File: config.mk
export PLATFORM = sky130hd
export DESIGN_NAME = pcfa_front_flat
export DESIGN_NICKNAME = d
export VERILOG_FILES = /design/src/pcfa_pkg.sv /design/src/pcfa_if.sv /design/src/pcfa_front.sv /design/src/flat_wrapper.sv
export SDC_FILE = /design/constraint.sdc
export NUM_CORES = 1
export LEC_CHECK = 0
export ABC_AREA = 1
export BUFFER_PORTS_ARGS = -buffer_cell sky130_fd_sc_hd__buf_2
export CORE_ASPECT_RATIO = 0.5
export CORE_MARGIN = 2
export CORE_UTILIZATION = 54
export CTS_BUF_LIST = sky130_fd_sc_hd__clkbuf_2 sky130_fd_sc_hd__clkbuf_4 sky130_fd_sc_hd__clkbuf_8
export CTS_CLUSTER_SIZE = 10
export DETAILED_ROUTE_END_ITERATION = 12
export PLACE_DENSITY = 0.89
export SYNTH_ARGS = -nofsm -noshare
export SYNTH_HDL_FRONTEND = slang
export SYNTH_SLANG_ARGS = --single-unit
export TNS_END_PERCENT = 1
File: constraint.sdc
create_clock -name clk -period 12.9 [get_ports clk]
set_input_delay 1.935 -clock clk [delete_from_list [all_inputs] [get_ports clk]]
set_output_delay 1.935 -clock clk [all_outputs]
set_load 0.03 [all_outputs]
File: src/pcfa_pkg.sv
// Shared types, codes, constants and helpers for the penalty contact force accumulator.
package pcfa_pkg;

  localparam int NODE_W  = 12;
  localparam int CFG_W   = 32;
  localparam int FORCE_W = 48;
  // Working width of a force while terms are folded in, before saturation.
  localparam int ACC_W   = 63;

  // Input op codes; the remaining code reads like OP_READ.
  localparam logic [1:0] OP_ACCUM = 2'd0;
  localparam logic [1:0] OP_CLEAR = 2'd1;
  localparam logic [1:0] OP_READ  = 2'd2;

  typedef enum logic [0:0] {
    REG_STIFFNESS = 1'b0,
    REG_DAMPING   = 1'b1
  } cfg_reg_t;

  typedef enum logic [1:0] {
    KIND_ACCUM,
    KIND_CLEAR,
    KIND_READ,
    KIND_NONE
  } kind_t;

  typedef struct packed {
    kind_t               kind;
    logic [NODE_W-1:0]   node;
    logic signed [15:0]  dir_x;
    logic signed [15:0]  dir_y;
    logic signed [15:0]  dir_z;
    logic [30:0]         depth;
    logic signed [31:0]  vel_x;
    logic signed [31:0]  vel_y;
    logic signed [31:0]  vel_z;
  } cmd_t;

  typedef struct packed {
    logic pop;
    logic clearing;
  } q_ctl_t;

  typedef struct packed {
    logic signed [FORCE_W-1:0] x;
    logic signed [FORCE_W-1:0] y;
    logic signed [FORCE_W-1:0] z;
  } force3_t;

  typedef enum logic [2:0] {
    B_CLEAR,
    B_IDLE,
    B_FETCH,
    B_MUL,
    B_FINAL,
    B_DONE
  } back_state_t;

  typedef enum logic [3:0] {
    ST_PX, ST_PY, ST_PZ,
    ST_VX, ST_VY, ST_VZ,
    ST_Q,
    ST_KX, ST_KY, ST_KZ,
    ST_CX_LO, ST_CX_HI,
    ST_CY_LO, ST_CY_HI,
    ST_CZ_LO, ST_CZ_HI
  } mul_step_t;

  localparam logic [60:0] MAG_CAP = 61'd1 << 60;
  localparam logic signed [FORCE_W-1:0] FORCE_MAX = 48'sh7FFF_FFFF_FFFF;
  localparam logic signed [FORCE_W-1:0] FORCE_MIN = 48'sh8000_0000_0000;
  localparam logic signed [ACC_W-1:0]   ACC_FMAX  = 63'sh0000_7FFF_FFFF_FFFF;
  localparam logic signed [ACC_W-1:0]   ACC_FMIN  = 63'sh7FFF_8000_0000_0000;

  function automatic logic [15:0] abs16(input logic signed [15:0] v);
    return v[15] ? 16'(-v) : 16'(v);
  endfunction

  function automatic logic [31:0] abs32(input logic signed [31:0] v);
    return v[31] ? 32'(-v) : 32'(v);
  endfunction

  function automatic logic signed [FORCE_W-1:0] sat48(input logic signed [ACC_W-1:0] v);
    logic signed [FORCE_W-1:0] r;
    priority if (v > ACC_FMAX) r = FORCE_MAX;
    else if (v < ACC_FMIN)     r = FORCE_MIN;
    else                       r = v[FORCE_W-1:0];
    return r;
  endfunction

  // Axis that a multiply step works on.
  function automatic logic [1:0] step_axis(input mul_step_t s);
    logic [1:0] a;
    unique case (s)
      ST_PX, ST_VX, ST_KX, ST_CX_LO, ST_CX_HI: a = 2'd0;
      ST_PY, ST_VY, ST_KY, ST_CY_LO, ST_CY_HI: a = 2'd1;
      ST_PZ, ST_VZ, ST_KZ, ST_CZ_LO, ST_CZ_HI: a = 2'd2;
      default:                                 a = 2'd0;
    endcase
    return a;
  endfunction

endpackage

File: src/pcfa_if.sv
// Valid/ready channel interfaces: contact items, force results, register writes.
interface pcfa_in_if;
  logic               valid;
  logic               ready;
  logic [1:0]         op;
  logic [11:0]        node;
  logic signed [15:0] dir_x;
  logic signed [15:0] dir_y;
  logic signed [15:0] dir_z;
  logic [30:0]        depth;
  logic signed [31:0] vel_x;
  logic signed [31:0] vel_y;
  logic signed [31:0] vel_z;

  modport source (output valid, op, node, dir_x, dir_y, dir_z, depth, vel_x, vel_y, vel_z,
                  input ready);
  modport sink (input valid, op, node, dir_x, dir_y, dir_z, depth, vel_x, vel_y, vel_z,
                output ready);
endinterface


File: src/pcfa_front.sv
// Front end: classify incoming words and hold them in a two-entry queue.
module pcfa_front
  import pcfa_pkg::*;
#(
  parameter int NODE_COUNT = 4096
) (
  input  logic    clk,
  input  logic    rst,
  pcfa_in_if.sink items,
  input  q_ctl_t  ctl,
  output logic    head_valid,
  output cmd_t    head
);

  localparam int QDepth = 2;
  localparam int QPtrW  = $clog2(QDepth);
  localparam int QCntW  = $clog2(QDepth + 1);

  cmd_t             q [QDepth];
  logic [QPtrW-1:0] wr_ptr;
  logic [QPtrW-1:0] rd_ptr;
  logic [QCntW-1:0] count;
  logic             push;
  logic             in_range;
  cmd_t             entry;

  assign in_range    = int'(items.node) < NODE_COUNT;
  assign items.ready = (count != QCntW'(QDepth)) && !ctl.clearing;
  assign push        = items.valid && items.ready;
  assign head_valid  = count != '0;
  assign head        = q[rd_ptr];

  always_comb begin
    entry       = '0;
    entry.node  = items.node;
    entry.dir_x = items.dir_x;
    entry.dir_y = items.dir_y;
    entry.dir_z = items.dir_z;
    entry.depth = items.depth;
    entry.vel_x = items.vel_x;
    entry.vel_y = items.vel_y;
    entry.vel_z = items.vel_z;
    if (!in_range) begin
      entry.kind = KIND_NONE;
    end else begin
      unique case (items.op)
        OP_ACCUM: entry.kind = KIND_ACCUM;
        OP_CLEAR: entry.kind = KIND_CLEAR;
        OP_READ:  entry.kind = KIND_READ;
        default:  entry.kind = KIND_READ;
      endcase
    end
  end

  always_ff @(posedge clk) begin
    if (rst) begin
      wr_ptr <= '0;
      rd_ptr <= '0;
      count  <= '0;
    end else begin
      if (push) wr_ptr <= wr_ptr + QPtrW'(1);
      if (ctl.pop) rd_ptr <= rd_ptr + QPtrW'(1);
      unique case ({push, ctl.pop})
        2'b10:   count <= count + QCntW'(1);
        2'b01:   count <= count - QCntW'(1);
        default: count <= count;
      endcase
    end
  end

  always_ff @(posedge clk) begin
    if (push) q[wr_ptr] <= entry;
  end

endmodule

File: src/flat_wrapper.sv
// flat-port wrapper written by rule: the top's interface ports become plain ports
module pcfa_front_flat import pcfa_pkg::*;
#(
  parameter int NODE_COUNT = 4096
)
  (clk, rst, ctl, head_valid, head, items_valid, items_op, items_node, items_dir_x, items_dir_y, items_dir_z, items_depth, items_vel_x, items_vel_y, items_vel_z, items_ready);
  pcfa_in_if items_i ();
  input  logic clk;
  input  logic rst;
  input  q_ctl_t ctl;
  output logic head_valid;
  output cmd_t head;
  input wire logic [$bits(items_i.valid)-1:0] items_valid;
  input wire logic [$bits(items_i.op)-1:0] items_op;
  input wire logic [$bits(items_i.node)-1:0] items_node;
  input wire logic [$bits(items_i.dir_x)-1:0] items_dir_x;
  input wire logic [$bits(items_i.dir_y)-1:0] items_dir_y;
  input wire logic [$bits(items_i.dir_z)-1:0] items_dir_z;
  input wire logic [$bits(items_i.depth)-1:0] items_depth;
  input wire logic [$bits(items_i.vel_x)-1:0] items_vel_x;
  input wire logic [$bits(items_i.vel_y)-1:0] items_vel_y;
  input wire logic [$bits(items_i.vel_z)-1:0] items_vel_z;
  output wire logic [$bits(items_i.ready)-1:0] items_ready;
  assign items_i.valid = items_valid;
  assign items_i.op = items_op;
  assign items_i.node = items_node;
  assign items_i.dir_x = items_dir_x;
  assign items_i.dir_y = items_dir_y;
  assign items_i.dir_z = items_dir_z;
  assign items_i.depth = items_depth;
  assign items_i.vel_x = items_vel_x;
  assign items_i.vel_y = items_vel_y;
  assign items_i.vel_z = items_vel_z;
  assign items_ready = items_i.ready;
  pcfa_front #(.NODE_COUNT(NODE_COUNT)) u_core (.clk(clk), .rst(rst), .items(items_i), .ctl(ctl), .head_valid(head_valid), .head(head));
endmodule
# Word-level counts from Yosys, hierarchy flattened
# Memory sizes are Yosys's and may differ from the RTL's. A register that Yosys moved wholly into a read port is not among the register bits.
# Index checks and enable logic that the tools add are counted.
word_totals:
  ff_bits: 4
  latchBits: 0
  ram_bits: 378
  rom_bits: 0
  in_bits: 194
  out_inout_bits: 191
  word_cells: 24
  mem_count: 1
op_classes:
  add_sub_neg: 4
  multipliers: 0
  n_div: 0
  order_cmp: 0
  n_eq_ne: 4
  shift: 0
  mux: 6
  bitwise: 0
  n_reduce_logical: 6
mem_list:
  columns: ["memory", "words", "word_bits", "read_ports", "rd_ports_with_merged_regs", "write_ports", "line_no", "source"]
  rows:
  - ["u_core.q", 2, 189, 1, 1, 1, "pcfa_front.sv:19", "cmd_t q [QDepth];"]
ops:
  columns: ["cell", "count"]
  rows:
  - ["$pmux 2 s2", 2]
  - ["$eq 2x1->1 const B", 2]
  - ["$mux 1", 4]
  - ["$reduce_bool 2->1", 2]
  - ["$add 1x1->1 const B", 2]
  - ["$add 2x1->2 const B", 1]
  - ["$eq 2x2->1 const B", 1]
  - ["$logic_and 1x1->1", 2]
  - ["$logic_not 2->1", 1]
  - ["$ne 2x2->1 const B", 1]
  - ["$sub 2x1->2 const B", 1]
  - ["$logic_not 1->1", 1]

# Logic depth before layout (Yosys ltp)
# Gate-level depths: netlist (run 1).
logic_depth:
  ltp_word: 5
  depth_mapped: 9
  ltp_nobuf: 9

# Worst setup path before layout (run 1)
# No wires, ideal clock.
synth_timing:
  path_type: "input port to flip-flop"
  start: "input ctl[0] (netlist bit)"
  end: "memory u_core.q[0][0] (netlist bit), enable pin"
  setup_time_ns: 0.741
  arrival_ns: 9.950
  required_ns: 12.159
  setup_slack_ns: 2.209
  stages: 3
  path_buffers: 0
  cell_sequence: "inv_1 nand3_1 nor2_1"
synth_between:
  elab_chain_len: 5
synth_rtl:
  columns: ["item", "line_no", "source"]
  rows:
  - ["start: declaration", "flat_wrapper.sv:10", "input q_ctl_t ctl;"]
  - ["$logic_not 1->1", "pcfa_front.sv:28", "assign items.ready = (count != QCntW'(QDepth)) && !ctl.clearing;"]
  - ["$logic_and 1x1->1", "pcfa_front.sv:28", null]
  - ["$logic_and 1x1->1", "pcfa_front.sv:29", "assign push = items.valid && items.ready;"]
  - ["$mux 1", "pcfa_front.sv:72", "if (push) q[wr_ptr] <= entry;"]
  - ["$mux 1 (not written as such)", "pcfa_front.sv:72", null]
  - ["end: declaration", "pcfa_front.sv:19", null]
# Every way passes these cells.

==> results_dict.tcl, run 1 <==
set metrics [dict create \
    synth_fp_nets 823 \
    place.gp.congestion 0.839 \
    first_pass_iters 4 \
    drt-total-wl_um 29200 \
    clkPwrFrac_pct 32.7 \
    rsz0062_at_grt "no" \
    via_count 7389 \
    stdcell_count 1448 \
    synth_area_um2 14300 \
    finalMaxSlewViolations 0 \
    synth_seq_cells 383 \
    gr-usage-all-layers_pct 20.3 \
    dieArea_um2 27900 \
    status "completed" \
    final_cell_mix "384 x buf_2, 378 x edfxtp_1, 100 x mux2_4" \
    setup_viol 0 \
    cp_data_required_time_ps 10970 \
    hold_path_class "reg2reg" \
    initial_core_util_pct 54.6 \
    r2r-end "u_core.q[1][75]" \
    cts_tree "done" \
    critPathKind "reg2out" \
    finalCritPeriodShare_pct 37.1 \
    tightest_slew_ps 1070 \
    rrSetupSlack_ps 9480 \
    p_leak_nw 6.74 \
    cts_sinks 383 \
    pwr-share-comb_pct 13.6 \
    sw_frac_of_total_pct 25.2 \
    drtIter0Drc 514 \
    syn_area_per_cell_um2 22.8 \
    cpPeakStageDelay_ps 740 \
    ys_types 17 \
    grt_pass1_wl_um 42400 \
    worst_hold_slack_ps 521 \
    grt_max_degree 156 \
    fin_nets 1244 \
    cap_violations 0 \
    start_kind "flip-flop" \
    ios 385 \
    root_buffer "clkbuf_8" \
    fp.dieH_um 119 \
    switchingPower_w 0.000678 \
    timing.fmax_mhz 209 \
    cts_buffers 53 \
    cts_setup_buffers 0 \
    power.density_nw_per_um2 153 \
    critPathMaxFanout 143 \
    crit_family "buffers and inverters" \
    hold_path_depth 2 \
    area_delta_synth_final_pct 22.6 \
    endpoint_kind "output port" \
    overflow 0 \
    synth_top_cell_area_share_pct 79.3 \
    finalHoldViolations 0 \
    fp.dieW_um 234 \
    p_int_w 0.00201 \
    dpl.cell_count 1346 \
    holdBufCountCts 0 \
    reg2reg_from "u_core.count[0]" \
    cts.clk_slew.worst_paths_ps 60 \
    antenna_left 0 \
    hold_path_end "u_core.rd_ptr" \
    fin_setup_tns_ps 0 \
    slew_headroom_pct 28.6 \
    antenna_found_initial 7 \
    core_area_um2 26200 \
    grt_pass1_vias 7765 \
    finClkSkew_ps 22.2 \
    worstSkewPairLatency_ps 570 \
    worstHoldStart "u_core.rd_ptr" \
    cts_resized 0 \
    drive_gt1_share_pct 60.1 \
    cp.arrival_ps 2860 \
    seq_area_frac_synth_pct 80.0 \
    avgRoutedWirePerCell_um 20.2 \
    p_seq_share_pct 53.7 \
    yosys_warnings 0 \
    final_common_cell "buf_2" \
    rows 42 \
    port_buffers 384 \
    ir_worst_vdd_uv 145 \
    crit_buf_inv 2 \
    fin_crit_ps 4790 \
    synthTopCellsByArea "edfxtp_1 79%, mux2_4 10%, mux2_2 7.0%" \
    cp.depth 3 \
    r2r_cells 6 \
    synth_cells 628 \
    cts_buffer_depth 3 \
    crit_slowest_cell "dfxtp_4" \
    cp_cell_sequence "buf_12 > mux2_2 > buf_2" \
    avgViaCountPerCell 5.10 \
    drc 0 \
    hpwl_um 19200 \
    cts_max_level 2 \
    synth_area_leader_cell "edfxtp_1" \
]
-- per-layer routing --
layer | global-route usage, % | vias up | wire [µm]
li1 | - | 3336 | -
met2 | 37.1 | 236 | 15900
met3 | 4.14 | 76 | 1440
met5 | 0 | - | 0
met4 | 9.22 | 0 | 1020
met1 | 23.0 | 3741 | 10900
-- metrics by stage --
step           worst slack, ps  instance area (µm²)  utilization, %  total power (W)
2_1_floorplan             2210                14300               -          0.00174
3_3_place_gp              7990                16500            63.1          0.00182
3_5_place_dp              7930                16500            63.1          0.00184
4_1_cts                   8040                17500            66.8          0.00271
5_1_grt                   7910                17500            66.9          0.00279
6_report                  8110                17500            66.9          0.00269
-- worst register-to-register path: stages, from the launching register on --
cell and delay, ps:
dfxtp_1 360, inv_1 110, nand2_1 90, nand4_1 190
inv_6 340, buf_4 900, buf_4 1000
-- sequential cells by signal (all words and copies together), names as in the netlist, named ones only --
signal         cells
u_core.rd_ptr      1
u_core.q         378
u_core.count       2
u_core.wr_ptr      1
-- how the worst max path moves through the flow --
stage | from | to | slack [ps]
after floorplan | ctl[0] | u_core.q[0][0] | 2210
after global placement | ctl[0] | u_core.q[1][80] | 7990
after detailed placement | ctl[0] | u_core.q[1][16] | 7930
after CTS | flip-flop | head[43] | 8040
after global routing | flip-flop | head[178] | 7910
final | flip-flop | head[178] | 8110
-- final cells by class --
cell class / instances / area [µm²]
flip-flops and latches: 383 / 11500
fillers: 1745 / 8680
multi-input cells: 214 / 2630
repair buffers: 388 / 1980
clock buffers: 66 / 840
well taps: 352 / 440
clock inverters: 28 / 141
inverters: 9 / 38.8
diodes: 8 / 20.0
-- cell families (layout without fill, tap and decap cells) --
logic type	after synthesis	in the layout	share of synthesized area, %
xor gates and xnor gates	1	1	0.0612
AOI/OAI and AO/OA	3	3	0.105
adders and majority gates	1	1	0.0875
buffers and inverters	31	491	1.61
and+or+nand+nor	20	20	0.586
other	0	8	0
muxes	189	189	17.5
DFF	383	383	80.0
-- Yosys cell counts, drive strengths merged --
library cell	instances
nor2	9
ha	1
nand2	7
or2	1
o21ai	1
nand3	1
mux2	189
xnor2	1
a21oi	2
buf	21
edfxtp	378
clkbuf	1
nand4	2
dfxtp	5
inv	9
-- power by group through the flow --
stage | clock [W] | sequential, W | combinational (W)
after detailed placement | 0 | 0.00147 | 0.000367
after CTS | 0.000900 | 0.00144 | 0.000369
after floorplan | 0 | 0.00147 | 0.000263
final | 0.000879 | 0.00144 | 0.000366
after global routing | 0.000956 | 0.00145 | 0.000384
after global placement | 0 | 0.00147 | 0.000359
Note: power is estimated with default switching activity, not from simulation.
==> inputs of run 2 (changes only) <==
- ABC_AREA: 1 -> 0
- CORE_UTILIZATION: 54 -> 49
- PLACE_DENSITY: 0.89 -> 0.85
- clock period: 12.9 -> 3.9 ns (I/O delays scaled with it)
==> results_dict.tcl, run 2 <==
set metrics [dict create \
    timing.fmax_mhz 349 \
    antenna_left 0 \
    cts_setup_buffers 0 \
    use_met2_pct 35.8 \
    first_pass_iters 4 \
    via_count 7268 \
    top_regs "u_core.q: 378 flops, u_core.count: 2 flops" \
    drt-total-wl_um 30200 \
    synth_area_leader_cell "edfxtp_1" \
    hpwl_um 20600 \
    hold_path_class "in2reg" \
    crit_slowest_cell "dfxtp_4" \
    initial_core_util_pct 49.5 \
    cts.clk_slew.worst_paths_ps 70 \
    final_common_cell "buf_2" \
    dieArea_um2 30600 \
    cap_violations 0 \
    avgViaCountPerCell 4.92 \
    fin_util_pct 61.1 \
    port_buffers 384 \
    finClkSkew_ps 26.3 \
    crit_buf_inv 2 \
    critPathKind "reg2out" \
    cts_buffers 52 \
    power.density_nw_per_um2 504 \
    gr-usage-all-layers_pct 19.1 \
    yosys_warnings 0 \
    synth_area_um2 14300 \
    status "completed" \
    cts_tree "done" \
    crit_family "buffers and inverters" \
    finalMaxSlewViolations 0 \
    synth_cells 615 \
    regMostFlops "u_core.q" \
    cts_sinks 383 \
    ys_types 20 \
    syn_area_per_cell_um2 23.2 \
    placed_cell_area_um2 16700 \
    finalHoldViolations 0 \
    ys.flop_type "edfxtp_1" \
    area_delta_synth_final_pct 23.5 \
    cts_max_level 2 \
    largest_reg_flops 378 \
    cp_data_required_time_ps 3310 \
    met3_usage_pct 3.68 \
    grt_max_degree 119 \
    async_reset_ff_share_pct 0 \
    cp_cell_sequence "buf_4 > mux2_2 > buf_2" \
    design_area_um2 17600 \
    grt_pass1_wl_um 44000 \
    core_area_um2 28800 \
    worstSkewPairLatency_ps 570 \
    finalCritPeriodShare_pct 73.6 \
    grt_pass1_vias 7836 \
    ir_worst_vdd_uv 405 \
    fp.dieW_um 245 \
    drc 0 \
    grt-busiest-layer "met2" \
    ios 385 \
    fin_crit_ps 2870 \
    final_cell_mix "384 x buf_2, 378 x edfxtp_1, 100 x mux2_4" \
    worst_hold_slack_ps 185 \
    critPathMaxFanout 32 \
    place.gp.congestion 0.858 \
    drive_gt1_share_pct 61.3 \
    cts_resized 0 \
    tightest_slew_ps 680 \
    seq_area_frac_synth_pct 80.2 \
    start_kind "flip-flop" \
    synth_edf_count 378 \
    slew_headroom_pct 54.7 \
    fillers 2090 \
    fin_nets 1236 \
    cp.arrival_ps 2280 \
    cts_buffer_depth 3 \
    synthTopCellsByArea "edfxtp_1 80%, mux2_4 11%, mux2_2 7.0%" \
    yosysMostFrequentCell "edfxtp_1" \
    rsz0062_at_grt "no" \
    endpoint_kind "output port" \
    avgRoutedWirePerCell_um 20.4 \
    antenna_found_initial 7 \
    synth_commonest_cells "378 x edfxtp_1, 100 x mux2_4, 89 x mux2_2" \
    synth_top_cell_area_share_pct 79.5 \
    root_buffer "clkbuf_8" \
    overflow 0 \
    synth_seq_cells 383 \
    p_leak_nw 6.72 \
    holdBufCountCts 0 \
    fp.dieH_um 125 \
    synth_fp_nets 810 \
    rows 44 \
    cpPeakStageDelay_ps 590 \
    grt.met1_usage_pct 21.2 \
    finalPower_w 0.00888 \
    setup_viol 0 \
    drtIter0Drc 418 \
]
## run 2: worst paths after layout
path / from / end / slack (ps) / depth (start not counted)
max reg2reg: u_core.count[0] / u_core.q[0][118] / 1720 / 4
min: items_node[6] / u_core.q[0][181] / 190 / 1
max: flip-flop / head[23] / 1030 / 3
min reg2reg: u_core.count[1] / u_core.count[1] / 510 / 2
## run 2: metal layers
layer / up-vias / wire (µm)
li1: 3318 / -
met5: - / 11
met2: 204 / 16800
met4: 2 / 769
met3: 59 / 1360
met1: 3685 / 11300
## run 2: final cells by class
| cell class | instances | area (µm²) | area share [%] |
|---|---|---|---|
| antenna | 6 | 15.0 | 0.0852 |
| clock buffer | 62 | 797 | 4.52 |
| clock inverter | 31 | 136 | 0.774 |
| inverter | 1 | 7.51 | 0.0426 |
| multi-input combinational | 209 | 2640 | 15.0 |
| sequential | 383 | 11500 | 65.0 |
| tap | 391 | 489 | 2.78 |
| timing repair buffer | 394 | 2080 | 11.8 |
## run 2: kinds of logic (layout without fill, tap and decap cells)
logic type / count (synthesis) / after routing / synth area share (%)
buffers and inverters: 23 / 488 / 1.40
AO/OA/AOI/OAI: 4 / 4 / 0.140
XOR/XNOR: 3 / 3 / 0.184
AND/OR/NAND/NOR: 12 / 12 / 0.438
flip-flops: 383 / 383 / 80.2
multiplexers: 189 / 189 / 17.5
adder cells (fa/ha/maj): 1 / 1 / 0.0876
other: 0 / 6 / 0
## run 2: stage by stage
step,setup TNS [ps],instances,setup slack [ps]
after global routing,0,1476,918
after detailed placement,0,1378,1410
after global placement,0,1378,1440
after floorplan,-18620,615,-98.5
after CTS,0,1471,985
final,0,1477,1030
## run 2: power breakdown
group	switching, W	internal [W]	total (W)	leakage (nW)
Sequential	0.0000575	0.00473	0.00479	3.51
Clock	0.00146	0.00135	0.00281	0.493
Combinational	0.000796	0.000488	0.00128	2.72
==> inputs of run 3 (changes only) <==
- ABC_AREA: 0 -> 1
- CORE_UTILIZATION: 49 -> 54
- PLACE_DENSITY: 0.85 -> 0.89
- clock period: 3.9 -> 2.9 ns (I/O delays scaled with it)
==> results_dict.tcl, run 3 (synthesis results as in run 1) <==
set metrics [dict create \
    status "completed" \
    cts_max_level 2 \
    setup_viol 0 \
    fin_setup_tns_ps 0 \
    finalPower_w 0.0121 \
    overflow 0 \
    critPathMaxFanout 30 \
    r2r_cells 5 \
    ios 385 \
    gr-usage-all-layers_pct 21.7 \
    dieArea_um2 27900 \
    avgRoutedWirePerCell_um 20.8 \
    finClkSkew_ps 20.9 \
    pwr-share-comb_pct 14.4 \
    hold_path_depth 1 \
    rsz0062_at_grt "no" \
    via_count 7554 \
    largest_reg_flops 378 \
    port_buffers 384 \
    drtIter0Drc 494 \
    core_area_um2 26200 \
    area_delta_synth_final_pct 26.8 \
    stdcell_count 1499 \
    fp.dieW_um 234 \
    grt_pass1_wl_um 44900 \
    antenna_left 0 \
    worst_hold_slack_ps 45.0 \
    cts_buffers 52 \
    sw_frac_of_total_pct 25.6 \
    cts_resized 0 \
    switchingPower_w 0.00310 \
    power.density_nw_per_um2 667 \
    first_pass_iters 4 \
    finalHoldViolations 0 \
    final_common_cell "buf_2" \
    initial_core_util_pct 54.6 \
    start_kind "flip-flop" \
    cap_violations 0 \
    root_buffer "clkbuf_8" \
    fin_nets 1291 \
    regMostFlops "u_core.q" \
    fin_crit_ps 2610 \
    avgViaCountPerCell 5.04 \
    grt_pass1_vias 8119 \
    cts_tree "done" \
    p_leak_nw 6.98 \
    cts.clk_slew.worst_paths_ps 70 \
    grt_max_degree 97 \
    timing.fmax_mhz 382 \
    top_regs "u_core.q: 378 flops, u_core.count: 2 flops" \
    endpoint_kind "output port" \
    antenna_found_initial 9 \
    place.gp.congestion 0.861 \
    tightest_slew_ps 649 \
    cts_buffer_depth 3 \
    hold_path_class "in2reg" \
    worstSkewPairLatency_ps 580 \
    final_cell_mix "384 x buf_2, 378 x edfxtp_1, 100 x mux2_4" \
    dpl.cell_count 1359 \
    cp.arrival_ps 2180 \
    clkPwrFrac_pct 32.7 \
    hpwl_um 21100 \
    slew_headroom_pct 56.7 \
    rows 42 \
    p_int_w 0.00899 \
    drive_gt1_share_pct 59.6 \
    fp.dieH_um 119 \
    critPathKind "reg2out" \
    drt-total-wl_um 31200 \
    cp_data_required_time_ps 2470 \
    finalMaxSlewViolations 0 \
    drc 0 \
    ir_worst_vdd_uv 312 \
    finalCritPeriodShare_pct 90.2 \
    p_seq_share_pct 53.0 \
    cts_sinks 383 \
]
-- run 3: per-stage QoR --
| step | setup slack, ps | area [µm²] | utilization (%) |
|---|---|---|---|
| after floorplan | -921 | 14300 | - |
| after global placement | 903 | 16800 | 64.0 |
| after detailed placement | 864 | 16800 | 64.0 |
| after CTS | 215 | 18000 | 68.8 |
| after global routing | 165 | 18100 | 69.2 |
| final | 285 | 18100 | 69.2 |
-- run 3: power groups by stage --
| stage | clock network, W | logic [W] | registers (W) |
|---|---|---|---|
| after global routing | 0.00433 | 0.00182 | 0.00642 |
| after floorplan | 0 | 0.00118 | 0.00651 |
| after detailed placement | 0 | 0.00171 | 0.00652 |
| after global placement | 0 | 0.00166 | 0.00651 |
| final | 0.00395 | 0.00174 | 0.00640 |
| after CTS | 0.00405 | 0.00174 | 0.00641 |
-- run 3: what timing repair did --
item                      4_1_cts  5_1_grt
hold endpoints to repair       48       12
setup buffers                   0        0
hold buffers                   27        8
-- run 3: worst max-delay path: stages (launching register included) --
cell,delay (ps)
dfxtp_4,550
buf_12,270
buf_12,230
mux2_4,320
buf_2,180
-- run 3: final cells by class --
class / instances / area (µm²)
sequential: 383 / 11500
antenna: 7 / 17.5
inverter: 9 / 40.0
tap: 352 / 440
clock inverter: 25 / 114
multi-input combinational: 214 / 2650
fill: 1680 / 8080
clock buffer: 73 / 880
timing repair buffer: 436 / 2550
-- run 3: metal layers --
metal	wire length, µm	global-route usage (%)	part of all wire (%)	vias up
met2	17000	39.0	54	212
met4	1040	10.1	3.3	8
met5	53	0	0.17	-
li1	-	-	-	3434
met3	1430	4.91	4.6	79
met1	11700	24.7	38	3821
-- run 3: final timing paths --
kind	startpoint	end	slack, ps
max	flip-flop	head[74]	290
min	items_depth[9]	u_core.q[0][105]	40
max reg2reg	u_core.count[0]	u_core.q[1][102]	1140
min reg2reg	u_core.count[0]	u_core.count[0]	520
